$ cat src/hw/rtl/rtt_gc_pkg.sv
// ----------------------------------------------------------------------------
// rtt_gc_pkg
// Shared widths, codes, types and helpers of the rtt gradient rate control.
// ----------------------------------------------------------------------------
package rtt_gc_pkg;

    // fixed field widths
    localparam int RATE_W  = 24;
    localparam int TIME_W  = 32;
    localparam int CFG_W   = 32;
    localparam int CFG_IDX_W = 3;

    // flow constants
    localparam int unsigned MIN_RTT   = 512;
    localparam int unsigned RATE_BITS = 24;

    // largest rate that RATE_BITS can hold, seen at the rate field width
    localparam logic [RATE_W-1:0] RATE_LIM = (RATE_BITS >= RATE_W) ? {RATE_W{1'b1}}
                                            : RATE_W'((64'd1 << RATE_BITS) - 64'd1);

    // Q16 one
    localparam logic [16:0] Q16_ONE = 17'h1_0000;

    // register indexes
    localparam logic [CFG_IDX_W-1:0] CFG_ALPHA    = 3'd0;
    localparam logic [CFG_IDX_W-1:0] CFG_BETA     = 3'd1;
    localparam logic [CFG_IDX_W-1:0] CFG_LOW_THR  = 3'd2;
    localparam logic [CFG_IDX_W-1:0] CFG_HIGH_THR = 3'd3;
    localparam logic [CFG_IDX_W-1:0] CFG_ADD_STEP = 3'd4;
    localparam logic [CFG_IDX_W-1:0] CFG_MAX_RATE = 3'd5;

    // shared multiplier operand widths
    localparam int MUL_A_W = 34;
    localparam int MUL_B_W = 18;
    localparam int MUL_P_W = MUL_A_W + MUL_B_W;

    // shared divider
    localparam int DIV_N_W        = 48;
    localparam int DIV_D_W        = 32;
    localparam int DIV_FULL_STEPS = DIV_N_W;
    localparam int DIV_FAST_STEPS = DIV_N_W - DIV_D_W;
    localparam int DIV_CNT_W      = $clog2(DIV_FULL_STEPS + 1);

    // rate decision codes
    typedef enum logic [1:0] {
        DEC_LOW_ADD    = 2'd0,
        DEC_HIGH_SCALE = 2'd1,
        DEC_GRAD_ADD   = 2'd2,
        DEC_GRAD_DEC   = 2'd3
    } decision_t;

    // sequencer states
    typedef enum logic [3:0] {
        ST_IDLE,
        ST_MUL_S,
        ST_MUL_D,
        ST_SUM,
        ST_DIV,
        ST_MUL_F,
        ST_MUL_G,
        ST_CHK_G,
        ST_MUL_R,
        ST_RES_MUL,
        ST_DONE
    } ctrl_state_t;

    // divider command and status
    typedef struct packed {
        logic start;
        logic fast;
    } div_cmd_t;

    typedef struct packed {
        logic busy;
        logic done;
    } div_stat_t;

    // saturate a rate to max_rate and the RATE_BITS limit
    function automatic logic [RATE_W-1:0] rate_limit(input logic [32:0] r,
                                                     input logic [RATE_W-1:0] max_rate);
        logic [RATE_W-1:0] lim;
        lim = (max_rate < RATE_LIM) ? max_rate : RATE_LIM;
        return (r > 33'(lim)) ? lim : r[RATE_W-1:0];
    endfunction

endpackage

$ cat src/hw/rtl/rtt_gc_mul.sv
// ----------------------------------------------------------------------------
// rtt_gc_mul
// Shared signed multiplier with a registered product.
// ----------------------------------------------------------------------------
module rtt_gc_mul (
    input  logic                                clk,
    input  logic signed [rtt_gc_pkg::MUL_A_W-1:0] a,
    input  logic signed [rtt_gc_pkg::MUL_B_W-1:0] b,
    output logic signed [rtt_gc_pkg::MUL_P_W-1:0] p
);
    import rtt_gc_pkg::*;

    logic signed [MUL_P_W-1:0] p_reg;

    // product register, valid in the cycle after the operands
    always_ff @(posedge clk)
    begin
        p_reg <= MUL_P_W'(a) * MUL_P_W'(b);
    end

    assign p = p_reg;

endmodule

$ cat src/hw/rtl/rtt_gc_div.sv
// ----------------------------------------------------------------------------
// rtt_gc_div
// Iterative restoring divider, one quotient bit per cycle. The fast mode
// starts with the upper dividend word as remainder when it is known to be
// below the divisor and runs only the low quotient bits.
// ----------------------------------------------------------------------------
module rtt_gc_div (
    input  logic                               clk,
    input  logic                               rst_n,
    input  rtt_gc_pkg::div_cmd_t               cmd,
    input  logic [rtt_gc_pkg::DIV_N_W-1:0]     dividend,
    input  logic [rtt_gc_pkg::DIV_D_W-1:0]     divisor,
    output rtt_gc_pkg::div_stat_t              stat,
    output logic [rtt_gc_pkg::DIV_N_W-1:0]     quotient
);
    import rtt_gc_pkg::*;

    logic [DIV_D_W-1:0]   rem_reg;
    logic [DIV_D_W-1:0]   rem_next;
    logic [DIV_N_W-1:0]   work_reg;
    logic [DIV_N_W-1:0]   work_next;
    logic [DIV_D_W-1:0]   dsr_reg;
    logic [DIV_D_W-1:0]   dsr_next;
    logic [DIV_CNT_W-1:0] cnt_reg;
    logic [DIV_CNT_W-1:0] cnt_next;
    logic                 done_reg;
    logic                 done_next;
    logic [DIV_D_W:0]     trial;

    // one restoring step
    assign trial = {rem_reg, work_reg[DIV_N_W-1]} - {1'b0, dsr_reg};

    always_comb
    begin
        rem_next  = rem_reg;
        work_next = work_reg;
        dsr_next  = dsr_reg;
        cnt_next  = cnt_reg;
        done_next = 1'b0;
        if (cmd.start)
        begin
            dsr_next = divisor;
            if (cmd.fast)
            begin
                rem_next  = dividend[DIV_N_W-1:DIV_FAST_STEPS];
                work_next = {dividend[DIV_FAST_STEPS-1:0], {DIV_D_W{1'b0}}};
                cnt_next  = DIV_CNT_W'(DIV_FAST_STEPS);
            end
            else
            begin
                rem_next  = '0;
                work_next = dividend;
                cnt_next  = DIV_CNT_W'(DIV_FULL_STEPS);
            end
        end
        else if (cnt_reg != '0)
        begin
            if (!trial[DIV_D_W])
            begin
                rem_next = trial[DIV_D_W-1:0];
            end
            else
            begin
                rem_next = {rem_reg[DIV_D_W-2:0], work_reg[DIV_N_W-1]};
            end
            work_next = {work_reg[DIV_N_W-2:0], ~trial[DIV_D_W]};
            cnt_next  = cnt_reg - 1'b1;
            done_next = (cnt_reg == DIV_CNT_W'(1));
        end
    end

    // control state
    always_ff @(posedge clk or negedge rst_n)
    begin
        if (!rst_n)
        begin
            cnt_reg  <= '0;
            done_reg <= 1'b0;
        end
        else
        begin
            cnt_reg  <= cnt_next;
            done_reg <= done_next;
        end
    end

    // datapath
    always_ff @(posedge clk)
    begin
        rem_reg  <= rem_next;
        work_reg <= work_next;
        dsr_reg  <= dsr_next;
    end

    assign stat.busy = (cnt_reg != '0);
    assign stat.done = done_reg;
    assign quotient  = work_reg;

    // checks
    a_start_idle: assert property (@(posedge clk) disable iff (!rst_n)
        cmd.start |-> !stat.busy)
        else $error("divider started while busy");

    a_rem_below: assert property (@(posedge clk) disable iff (!rst_n)
        stat.busy |-> (rem_reg < dsr_reg))
        else $error("divider remainder not below divisor");

    a_done_after_busy: assert property (@(posedge clk) disable iff (!rst_n)
        stat.done |-> ($past(stat.busy) && !stat.busy))
        else $error("divider done without a finished run");

endmodule

$ cat src/hw/rtl/rtt_gradient_rate_control_core.sv
// ----------------------------------------------------------------------------
// rtt_gradient_rate_control_core
// Rate update from one acknowledgement item: rtt, smoothed rtt gradient and
// the new rate of the flow.
// ----------------------------------------------------------------------------
// One acknowledgement item at a time runs through a small sequencer around
// one shared registered multiplier and one shared bit-serial divider. The
// low-rtt and gradient-add decisions go from ST_SUM to ST_DONE, the
// multiplicative decrease passes ST_MUL_G, ST_CHK_G and, if the product fits,
// ST_MUL_R and ST_RES_MUL, and high-rtt scaling waits in ST_DIV (16 divider
// steps) before ST_MUL_F and ST_RES_MUL; the divider dominates. The result
// sits in an output register, so the next item is accepted while the
// previous result waits to be taken. There is no clearing pass after reset.
module rtt_gradient_rate_control_core (
    input  logic                                 clk,
    input  logic                                 rst_n,
    // acknowledgement items
    input  logic                                 in_valid,
    output logic                                 in_ready,
    input  logic [rtt_gc_pkg::TIME_W-1:0]        arrival_time,
    input  logic [rtt_gc_pkg::TIME_W-1:0]        send_time,
    input  logic [rtt_gc_pkg::RATE_W-1:0]        current_rate,
    // result items
    output logic                                 out_valid,
    input  logic                                 out_ready,
    output logic [rtt_gc_pkg::RATE_W-1:0]        new_rate,
    output logic [rtt_gc_pkg::TIME_W-1:0]        measured_rtt,
    output logic [1:0]                           decision,
    // configuration writes
    input  logic                                 cfg_we,
    input  logic [rtt_gc_pkg::CFG_IDX_W-1:0]     cfg_index,
    input  logic [rtt_gc_pkg::CFG_W-1:0]         cfg_wdata
);
    import rtt_gc_pkg::*;

    // configuration registers
    logic [16:0]       alpha_reg;
    logic [16:0]       beta_reg;
    logic [TIME_W-1:0] low_reg;
    logic [TIME_W-1:0] high_reg;
    logic [15:0]       add_reg;
    logic [RATE_W-1:0] max_reg;

    // sequencer and flow state
    ctrl_state_t              state_reg;
    ctrl_state_t              state_next;
    logic [TIME_W-1:0]        prev_rtt_reg;
    logic [TIME_W-1:0]        prev_rtt_next;
    logic signed [31:0]       s_reg;
    logic signed [31:0]       s_next;

    // item working registers
    logic [TIME_W-1:0]        rtt_reg;
    logic [TIME_W-1:0]        rtt_next;
    logic [RATE_W-1:0]        rate_reg;
    logic [RATE_W-1:0]        rate_next;
    logic signed [TIME_W:0]   diff_reg;
    logic signed [TIME_W:0]   diff_next;
    logic signed [35:0]       acc_reg;
    logic signed [35:0]       acc_next;
    decision_t                dec_reg;
    decision_t                dec_next;
    logic [RATE_W-1:0]        nr_reg;
    logic [RATE_W-1:0]        nr_next;
    logic [16:0]              om_reg;
    logic [16:0]              om_next;

    // output register
    logic                     out_valid_reg;
    logic                     out_valid_next;
    logic [RATE_W-1:0]        new_rate_reg;
    logic [RATE_W-1:0]        new_rate_next;
    logic [TIME_W-1:0]        measured_rtt_reg;
    logic [TIME_W-1:0]        measured_rtt_next;
    decision_t                decision_reg;
    decision_t                decision_next;

    // shared units
    logic signed [MUL_A_W-1:0] mul_a;
    logic signed [MUL_B_W-1:0] mul_b;
    logic signed [MUL_P_W-1:0] mul_p;
    div_cmd_t                  div_cmd;
    div_stat_t                 div_stat;
    logic [DIV_N_W-1:0]        div_dividend;
    logic [DIV_D_W-1:0]        div_divisor;
    logic [DIV_N_W-1:0]        div_q;

    // helpers
    logic [16:0]        alpha_w;
    logic [16:0]        beta_w;
    logic signed [35:0] s_sum;
    logic signed [31:0] s_sat;
    logic [46:0]        g_full;
    logic [32:0]        g_clamp;
    logic               out_free;

    rtt_gc_mul u_mul (
        .clk (clk),
        .a   (mul_a),
        .b   (mul_b),
        .p   (mul_p)
    );

    rtt_gc_div u_div (
        .clk      (clk),
        .rst_n    (rst_n),
        .cmd      (div_cmd),
        .dividend (div_dividend),
        .divisor  (div_divisor),
        .stat     (div_stat),
        .quotient (div_q)
    );

    // weights above one count as one
    assign alpha_w = (alpha_reg > Q16_ONE) ? Q16_ONE : alpha_reg;
    assign beta_w  = (beta_reg > Q16_ONE) ? Q16_ONE : beta_reg;

    // ewma sum, floors come from the arithmetic shift of the product
    assign s_sum = acc_reg + $signed(mul_p[MUL_P_W-1:16]);

    always_comb
    begin
        if (!s_sum[35] && (|s_sum[34:31]))
        begin
            s_sat = 32'sh7FFF_FFFF;
        end
        else if (s_sum[35] && !(&s_sum[34:31]))
        begin
            s_sat = 32'sh8000_0000;
        end
        else
        begin
            s_sat = s_sum[31:0];
        end
    end

    // gradient in Q16 from the positive smoothed difference, clamped to 2^32
    assign g_full  = {s_reg[30:0], 16'h0000} / 47'(MIN_RTT);
    assign g_clamp = (g_full > 47'h1_0000_0000) ? 33'h1_0000_0000 : g_full[32:0];

    assign out_free = !out_valid_reg || out_ready;

    // sequencer: next state, unit operands and register updates
    always_comb
    begin
        state_next        = state_reg;
        prev_rtt_next     = prev_rtt_reg;
        s_next            = s_reg;
        rtt_next          = rtt_reg;
        rate_next         = rate_reg;
        diff_next         = diff_reg;
        acc_next          = acc_reg;
        dec_next          = dec_reg;
        nr_next           = nr_reg;
        om_next           = om_reg;
        out_valid_next    = out_valid_reg && !out_ready;
        new_rate_next     = new_rate_reg;
        measured_rtt_next = measured_rtt_reg;
        decision_next     = decision_reg;
        mul_a             = '0;
        mul_b             = '0;
        div_cmd           = '0;
        div_dividend      = '0;
        div_divisor       = '0;

        unique case (state_reg)
            ST_IDLE:
            begin
                if (in_valid)
                begin
                    rtt_next   = arrival_time - send_time;
                    rate_next  = current_rate & RATE_LIM;
                    state_next = ST_MUL_S;
                end
            end
            ST_MUL_S:
            begin
                // old smoothed difference times one minus alpha
                mul_a         = MUL_A_W'(s_reg);
                mul_b         = $signed({1'b0, Q16_ONE - alpha_w});
                diff_next     = $signed({1'b0, rtt_reg}) - $signed({1'b0, prev_rtt_reg});
                prev_rtt_next = rtt_reg;
                state_next    = ST_MUL_D;
            end
            ST_MUL_D:
            begin
                // newest difference times alpha
                mul_a      = MUL_A_W'(diff_reg);
                mul_b      = $signed({1'b0, alpha_w});
                acc_next   = $signed(mul_p[MUL_P_W-1:16]);
                state_next = ST_SUM;
            end
            ST_SUM:
            begin
                s_next = s_sat;
                if (rtt_reg < low_reg)
                begin
                    dec_next   = DEC_LOW_ADD;
                    nr_next    = rate_limit(33'(rate_reg) + 33'(add_reg), max_reg);
                    state_next = ST_DONE;
                end
                else if (rtt_reg > high_reg)
                begin
                    // high_threshold << 16 over rtt, upper word below rtt
                    dec_next     = DEC_HIGH_SCALE;
                    div_cmd      = '{start: 1'b1, fast: 1'b1};
                    div_dividend = {high_reg, 16'h0000};
                    div_divisor  = rtt_reg;
                    state_next   = ST_DIV;
                end
                else if (s_sat[31] || (s_sat == 32'sd0))
                begin
                    dec_next   = DEC_GRAD_ADD;
                    nr_next    = rate_limit(33'(rate_reg) + 33'({add_reg, 2'b00})
                                            + 33'(add_reg), max_reg);
                    state_next = ST_DONE;
                end
                else
                begin
                    // gradient taken from the updated smoothed difference
                    dec_next   = DEC_GRAD_DEC;
                    state_next = ST_MUL_G;
                end
            end
            ST_DIV:
            begin
                if (div_stat.done)
                begin
                    state_next = ST_MUL_F;
                end
            end
            ST_MUL_F:
            begin
                // rate times the scale factor
                mul_a      = $signed({{(MUL_A_W-RATE_W){1'b0}}, rate_reg});
                mul_b      = $signed({2'b00, div_q[15:0]});
                state_next = ST_RES_MUL;
            end
            ST_MUL_G:
            begin
                // beta times gradient
                mul_a      = $signed({1'b0, g_clamp});
                mul_b      = $signed({1'b0, beta_w});
                state_next = ST_CHK_G;
            end
            ST_CHK_G:
            begin
                if (|mul_p[MUL_P_W-1:32])
                begin
                    nr_next    = '0;
                    state_next = ST_DONE;
                end
                else
                begin
                    om_next    = Q16_ONE - {1'b0, mul_p[31:16]};
                    state_next = ST_MUL_R;
                end
            end
            ST_MUL_R:
            begin
                // rate times one minus beta times gradient
                mul_a      = $signed({{(MUL_A_W-RATE_W){1'b0}}, rate_reg});
                mul_b      = $signed({1'b0, om_reg});
                state_next = ST_RES_MUL;
            end
            ST_RES_MUL:
            begin
                nr_next    = rate_limit(mul_p[48:16], max_reg);
                state_next = ST_DONE;
            end
            ST_DONE:
            begin
                if (out_free)
                begin
                    out_valid_next    = 1'b1;
                    new_rate_next     = nr_reg;
                    measured_rtt_next = rtt_reg;
                    decision_next     = dec_reg;
                    state_next        = ST_IDLE;
                end
            end
            default:
            begin
                state_next = ST_IDLE;
            end
        endcase
    end

    // control and flow state
    always_ff @(posedge clk or negedge rst_n)
    begin
        if (!rst_n)
        begin
            state_reg     <= ST_IDLE;
            prev_rtt_reg  <= 32'd1000;
            s_reg         <= '0;
            out_valid_reg <= 1'b0;
        end
        else
        begin
            state_reg     <= state_next;
            prev_rtt_reg  <= prev_rtt_next;
            s_reg         <= s_next;
            out_valid_reg <= out_valid_next;
        end
    end

    // item payload
    always_ff @(posedge clk)
    begin
        rtt_reg          <= rtt_next;
        rate_reg         <= rate_next;
        diff_reg         <= diff_next;
        acc_reg          <= acc_next;
        dec_reg          <= dec_next;
        nr_reg           <= nr_next;
        om_reg           <= om_next;
        new_rate_reg     <= new_rate_next;
        measured_rtt_reg <= measured_rtt_next;
        decision_reg     <= decision_next;
    end

    // configuration writes, unknown indexes are dropped
    always_ff @(posedge clk or negedge rst_n)
    begin
        if (!rst_n)
        begin
            alpha_reg <= 17'd57344;
            beta_reg  <= 17'd52428;
            low_reg   <= 32'd600;
            high_reg  <= 32'd2000;
            add_reg   <= 16'd5;
            max_reg   <= 24'hFF_FFFF;
        end
        else if (cfg_we)
        begin
            unique case (cfg_index)
                CFG_ALPHA:    alpha_reg <= cfg_wdata[16:0];
                CFG_BETA:     beta_reg  <= cfg_wdata[16:0];
                CFG_LOW_THR:  low_reg   <= cfg_wdata;
                CFG_HIGH_THR: high_reg  <= cfg_wdata;
                CFG_ADD_STEP: add_reg   <= cfg_wdata[15:0];
                CFG_MAX_RATE: max_reg   <= cfg_wdata[RATE_W-1:0];
                default:      ;
            endcase
        end
    end

    assign in_ready     = (state_reg == ST_IDLE);
    assign out_valid    = out_valid_reg;
    assign new_rate     = new_rate_reg;
    assign measured_rtt = measured_rtt_reg;
    assign decision     = decision_reg;

    // checks
    a_div_only_scaling: assert property (@(posedge clk) disable iff (!rst_n)
        (state_reg == ST_DIV && div_stat.done) |-> (dec_reg == DEC_HIGH_SCALE))
        else $error("divider result on a path without division");

    a_rtt_tracked: assert property (@(posedge clk) disable iff (!rst_n)
        (state_reg == ST_DONE && out_free) |=> (measured_rtt_reg == prev_rtt_reg))
        else $error("previous rtt does not match the delivered rtt");

    a_rate_limited: assert property (@(posedge clk) disable iff (!rst_n)
        (state_reg == ST_DONE) |-> (nr_reg <= max_reg))
        else $error("new rate above max_rate");

endmodule
$ cat config.mk
export PLATFORM = sky130hd
export DESIGN_NAME = rtt_gradient_rate_control_core
export DESIGN_NICKNAME = d
export VERILOG_FILES = /design/src/hw/rtl/rtt_gc_pkg.sv /design/src/hw/rtl/rtt_gc_mul.sv /design/src/hw/rtl/rtt_gc_div.sv /design/src/hw/rtl/rtt_gradient_rate_control_core.sv
export SDC_FILE = /design/constraint.sdc
export NUM_CORES = 2
export LEC_CHECK = 0
export BUFFER_PORTS_ARGS = -buffer_cell sky130_fd_sc_hd__buf_2
export CAP_MARGIN = 30
export CORE_MARGIN = 8
export CORE_UTILIZATION = 40
export CTS_BUF_LIST = sky130_fd_sc_hd__clkbuf_4 sky130_fd_sc_hd__clkbuf_8
export DETAILED_ROUTE_END_ITERATION = 8
export GPL_ROUTABILITY_DRIVEN = 0
export GPL_TIMING_DRIVEN = 0
export PLACE_DENSITY = 0.57
export SETUP_SLACK_MARGIN = 0.02
export SLEW_MARGIN = 5
export SYNTH_ARGS = -nofsm -noshare
export SYNTH_HDL_FRONTEND = slang
export SYNTH_SLANG_ARGS = --single-unit
$ cat constraint.sdc
create_clock -name clk -period 14.35 [get_ports clk]
set_clock_uncertainty 0.05 [all_clocks]
set_input_delay 3.5875 -clock clk [delete_from_list [all_inputs] [get_ports clk]]
set_output_delay 3.5875 -clock clk [all_outputs]
set_load 0.01 [all_outputs]
## Yosys cells after proc, flatten, opt, wreduce, memory -nomap -nowiden

Index checks and enable logic that the tools add are counted.

| storage, ports and cells | value |
|---|---|
| bits in registers | 604 |
| bits of input ports | 128 |
| output and inout port bits | 60 |
| word-level logic and storage cells | 151 |

| cells by class | value |
|---|---|
| add/sub/neg operators | 10 |
| multiply operators | 1 |
| magnitude comparators | 9 |
| equal/unequal tests | 22 |
| multiplexer cells | 46 |
| bitwise operators | 4 |
| reduce and logical (&&, ||, !) cells | 32 |

Operator list:

| operator | count |
|---|---|
| 48-bit two-way mux | 6 |
| 24-bit two-way mux | 8 |
| 32-bit two-way mux | 6 |
| 34-bit case mux with 4 select lines | 1 |
| 17-bit case mux with 5 select lines | 1 |
| 24-bit case mux with 3 select lines | 1 |
| 34-bit by 18-bit multiplier with 52-bit output | 1 |
| 4-bit case mux with 10 select lines | 1 |
| 38-bit by 33-bit greater-than comparator with 1-bit output (second input constant) | 1 |
| 36-bit adder | 1 |
| 17-bit greater-than comparator (second input constant) | 2 |
| 17-bit two-way mux | 2 |
| 33-bit by 24-bit greater-than comparator with 1-bit output | 1 |
| 33-bit two-way mux | 1 |
| 32-bit by 32-bit subtractor with 33-bit output | 1 |
| 33-bit by 32-bit subtractor with 33-bit output | 1 |
| 32-bit greater-than comparator | 1 |
| 32-bit logical NOT | 1 |
| 32-bit less-than comparator | 1 |
| 32-bit subtractor | 1 |
| 25-bit by 16-bit adder with 26-bit output | 1 |
| 26-bit by 24-bit greater-than comparator with 1-bit output | 1 |
| 24-bit by 16-bit adder with 25-bit output | 1 |
| 24-bit by 18-bit adder with 25-bit output | 1 |
| 36 further kinds | 81 |

## Logic depth before layout (Yosys ltp)

| depth | value |
|---|---|
| depth after elaboration | 12 |
| mapped depth | 38 |
| mapped depth without buffers | 35 |

## By module

From an unflattened synthesis, not the netlist that was laid out.

| unflattened totals | value |
|---|---|
| cells, all modules | 5934 |
| area, all modules | 57443.8 µm² |

Modules (own cells, without submodules):

| module | times used | cells an instance | area each (µm²) | sequential area each (µm²) |
|---|---|---|---|---|
| rtt_gradient_rate_control_core | 1 | 2836 | 28412.2 | 12032.8 |
| rtt_gc_mul | 1 | 2467 | 22125.0 | 1041.0 |
| rtt_gc_div | 1 | 631 | 6906.6 | 3538.4 |

## Least setup slack after synthesis

No wires, ideal clock.

| timing | value |
|---|---|
| path kind | reg2reg |
| from | reg alpha_reg[16] |
| to | reg u_mul.p_reg[50] (netlist: u_mul.p[50]) |
| setup time | 0.072 ns |
| data arrival time | 8.936 ns |
| required time | 14.228 ns |
| setup slack | 5.292 ns |
| cell stages (with the launch flop) | 36 |
| path buffers | 4 |
| period minus slack after synthesis | 9.058 ns |
| cells stage by stage | dfrtp_1 -> clkbuf_1 -> clkbuf_1 -> clkbuf_1 -> nand2b_1 -> ha_1 -> o21ai_0 -> nor2_1 -> o21ai_0 -> nand2b_1 -> nor4b_1 -> a211oi_1 -> o211ai_1 -> clkbuf_1 -> nand2_1 -> fa_1 -> inv_1 -> fa_1 -> fa_1 -> fa_1 -> fa_1 -> inv_1 -> fa_1 -> inv_1 -> ha_1 -> a21o_1 -> a21o_1 -> a21o_1 -> a21o_1 -> a221o_1 -> a211oi_1 -> a31oi_1 -> a221oi_1 -> o21ai_1 -> a21oi_1 -> xnor2_1 |

| between the ends | value |
|---|---|
| cells in the longest elaborated chain, start to end | 5 |

RTL lines:

| item | RTL line | text |
|---|---|---|
| start, declared | rtt_gradient_rate_control_core.sv:37 | `logic [16:0] alpha_reg;` |
| start signal, assigned | rtt_gradient_rate_control_core.sv:338 | `CFG_ALPHA: alpha_reg <= cfg_wdata[16:0];` |
| 17-bit greater-than comparator | rtt_gradient_rate_control_core.sv:115 | `assign alpha_w = (alpha_reg > Q16_ONE) ? Q16_ONE : alpha_reg;` |
| 17-bit two-way mux (*) | rtt_gradient_rate_control_core.sv:115 |  |
| 17-bit subtractor | rtt_gradient_rate_control_core.sv:180 | `mul_b = $signed({1'b0, Q16_ONE - alpha_w});` |
| 17-bit case mux with 5 select lines (*) | rtt_gradient_rate_control_core.sv:166 | `unique case (state_reg)` |
| 34-bit by 18-bit multiplier with 52-bit output (*) | rtt_gc_mul.sv:18 | `p_reg <= MUL_P_W'(a) * MUL_P_W'(b);` |
| end signal, assigned | rtt_gc_mul.sv:18 |  |
| end, declared | rtt_gc_mul.sv:13 | `logic signed [MUL_P_W-1:0] p_reg;` |

Every way passes the cells marked *; elsewhere a longest branch is shown, timed or not.
A chain may end at the register's enable or synchronous reset.

## Final worst setup path

| timing | value |
|---|---|
| from | reg alpha_reg[16] |
| to | reg u_mul.p_reg[51] (netlist: u_mul.p[51]) |

The elaborated chain is that of the path after synthesis.

==> metrics.md <==
| Metric | Value |
|---|---|
| Status | finished, final reports clean |
| Critical Path Most Common Cell | fa_1 |
| Largest net degree at the start of global routing | between 90 and 100 |
| Most frequent cell after synthesis | inv_1 |
| CP arrival | roughly 12 ns |
| Setup-failing EPs final | 0 |
| DR iter-0 viols | 3,941 |
| Post-layout minimum cycle time | 11.62 ns |
| Post-Syn Instances | between 5,000 and 6,000 |
| Fmax | 86.03 MHz |
| Die H | slightly below 400 µm |
| Post-Synth Simple-Gate Area | 0.1390 |
| Num CTS Buffers | 97 |
| Initial antenna violation count | 16 |
| GR Overflow Total | 0 |
| Wire per inst | 23.25 µm |
| Post-synthesis instance area | ~0.054 mm² |
| Top_reg_cell synth | edfxtp_1 |
| DRC viols | 0 |
| Adder-cell share of the synthesized area | 0.3076 |
| Reg2reg start | alpha_reg[16]$_DFFE_PN0P_ |
| Fin nets | ~7,000 |
| Relative slew slack | 0.2721 |
| Final period utilization | 0.8101 |
| Hold WC Path Type | reg2reg |
| YS warnings | 0 |
| H-tree levels | 3 |
| Clk slew on worst S/H paths | 0.07 ns |
| Via count | about 43,000 |
| R2r endpoint | u_mul.p[51]$_DFF_P_ |
| Asr flop ratio synth | 0.3639 |
| Setup Fix Bufs, Post-CTS | 0 |
| Post-synth EDFFs | between 300 and 400 |
| Register area | ~0.016 mm² |
| Synth Register Bits | roughly 590 |
| Commonest cells in the netlist | 873 x inv_1, 605 x nand2_1, 569 x fa_1 |
| Worst hold path stage count | 0 |
| Synth Area in XOR/XNOR | 0.03020 |
| Tot GR Track Use | 0.2437 |
| Placeable Area | about 0.13 mm² |
| Sink Count | ~600 |
| Hpwl dp | 145,100 µm |
| Endpoint, Worst Hold | new_rate[23]$_DFFE_PP_ |
| Maximum fanout along the worst path | 10 |
| R2r worst-path depth | 37 |
| ANT nets after route | 0 |
| Die width | 384.2 µm |
| Footprint of the multi-input gates | approximately 0.034 mm² |
| Synth area leaders | fa_1 21%, edfxtp_1 19%, ha_1 9.8% |
| Crit path kind | reg2reg |
| Routed WL | between 150,000 and 200,000 µm |
| Slew @ Worst Pin | around 1.1 ns |
| Flop-to-flop setup slack | 2.73 ns |
| # resized after CTS | 0 |
| Final Slew Violations | 0 |
| Worst Setup End Kind | flip-flop |
| Fin. Hold Viols | 0 |
| Multiplexer share of the synthesized area | 0.02752 |
| Synthesized area per cell | 9.668 µm² |
| Cell taking the most area after synthesis | fa_1 |
| Sequential cell area fraction in the yosys report | 0.3004 |
| Starting density of the core | 0.4019 |
| CTS Hold Bufs | 0 |
| Final TNS setup | 0 ns |
| Slowest CP cell | o211ai_1 |
| Critical path data required time | around 15 ns |
| Syn Nets | between 6,000 and 7,000 |
| Worst hold path startpoint | nr_reg[23]$_DFFE_PP_ |
| Max reg flops | 48 |
| Final core utilization | 0.4445 |
| Share of Yosys cell area claimed by the top area cell type | 0.2100 |
| CTS Buffer Depth | 3 |
| 1st-pass router iterations | 8 |
| Fill cell count | ~13,000 |
| CTS tree | done |
| Slowest stage delay, CP | ~0.7 ns |
| Largest family of logic cells by synthesized area | adder cells |
| Fraction of layout cells with a size suffix above 1 | 0.1040 |
| Startpoint types | flip-flop |
| Die ar. | 0.1476 mm² |
| Max-capacitance violation count | 0 |
| Via density | 5.523 |
| Clock latency on the worst-skew pair | between 0.7 and 0.8 ns |
| Synth Area in Compound Gates | 0.1198 |
| Post-synth cell types | 100 |
| Vias in the first global route | around 43,000 |
| Buffers on Ports | between 150 and 200 |
| Unrepaired setup endpoints after global routing | no |
| Root Driver | clkbuf_8 |
| First-pass GRT wire length | approximately 270,000 µm |
| Row count | around 140 |
| Num ports | 188 |
| Area grow syn2layout | 10.60% |
layout make-up:
type / instances / area share
Multi-Input combinational cell: 3947 / 0.5648
Sequential cell: 588 / 0.2716
Inverter: 875 / 0.05475
Tap cell: 1781 / 0.03715
Clock buffer: 132 / 0.02747
Timing Repair Buffer: 214 / 0.02192
Buffer: 200 / 0.01356
Clock inverter: 52 / 0.008718
Antenna cell: 2 / 0.00008343
how the worst max path moves through the flow:
stage / from / endpoint / slack (ns) / cells past startpoint
6_report: alpha_reg[16]$_DFFE_PN0P_ / u_mul.p[51]$_DFF_P_ / 2.73 / 37
5_1_grt: alpha_reg[16]$_DFFE_PN0P_ / u_mul.p[51]$_DFF_P_ / 2.13 / 37
4_1_cts: alpha_reg[16]$_DFFE_PN0P_ / u_mul.p[51]$_DFF_P_ / 2.92 / 37
3_5_place_dp: alpha_reg[16]$_DFFE_PN0P_ / u_mul.p[51]$_DFF_P_ / 2.93 / 37
3_3_place_gp: alpha_reg[16]$_DFFE_PN0P_ / u_mul.p[51]$_DFF_P_ / 2.68 / 33
2_1_floorplan: alpha_reg[16]$_DFFE_PN0P_ / u_mul.p[50]$_DFF_P_ / 5.29 / 35
per-stage QoR:
step	hold slack (ns)	area, µm²	std cells	setup WS [ns]
6_report	0.3658	59990	7791	2.726
3_3_place_gp	0.3532	57400	7577	2.679
2_1_floorplan	0.3503	54240	5610	5.292
4_1_cts	0.3690	59990	7789	2.916
5_1_grt	0.3783	59990	7790	2.127
3_5_place_dp	0.3545	57810	7605	2.934
cell families (layout without fill, tap and decap cells):
logic type | after synthesis | count (layout)
buf+inv | 1075 | 1473
compound gates | 984 | 984
mux | 136 | 136
xor+xnor | 187 | 187
fa+ha+maj | 992 | 992
other cells | 0 | 2
flops | 588 | 588
simple gates | 1648 | 1648
cells in the final DEF (no fill, tap or decap), types with 81 or more instances in the layout:
master      n
inv_1     873
nand2_1   604
fa_1      569
nor2_1    481
ha_1      423
edfxtp_1  338
a21oi_1   236
o21ai_0   219
buf_2     203
clkbuf_1  169
dfrtp_1   161
xnor2_1   134
mux2_2    105
clkbuf_8  105
a21o_1     88
nor2b_1    83
nand3_1    81
worst max-delay path, delay by kind of cell (launching register included):
kind | cells | cell delay, ns
AO/OA/AOI/OAI | 12 | 3.89
XOR/XNOR | 1 | 0.35
adder cells (fa/ha/maj) | 8 | 3.14
buffers and inverters | 10 | 2.38
flip-flops | 1 | 0.38
AND/OR/NAND/NOR | 6 | 1.30
layer usage:
layer	vias to the layer above	part of all wire	track usage
li1	19400	-	-
met1	21330	0.42	0.3311
met2	1905	0.44	0.3828
met3	387	0.089	0.05036
met4	6	0.045	0.09407
met5	-	0.00017	0
Power is left out: the tool's default activity adds up to more than one toggle a clock period on the data nets, which glitch-free logic cannot reach.
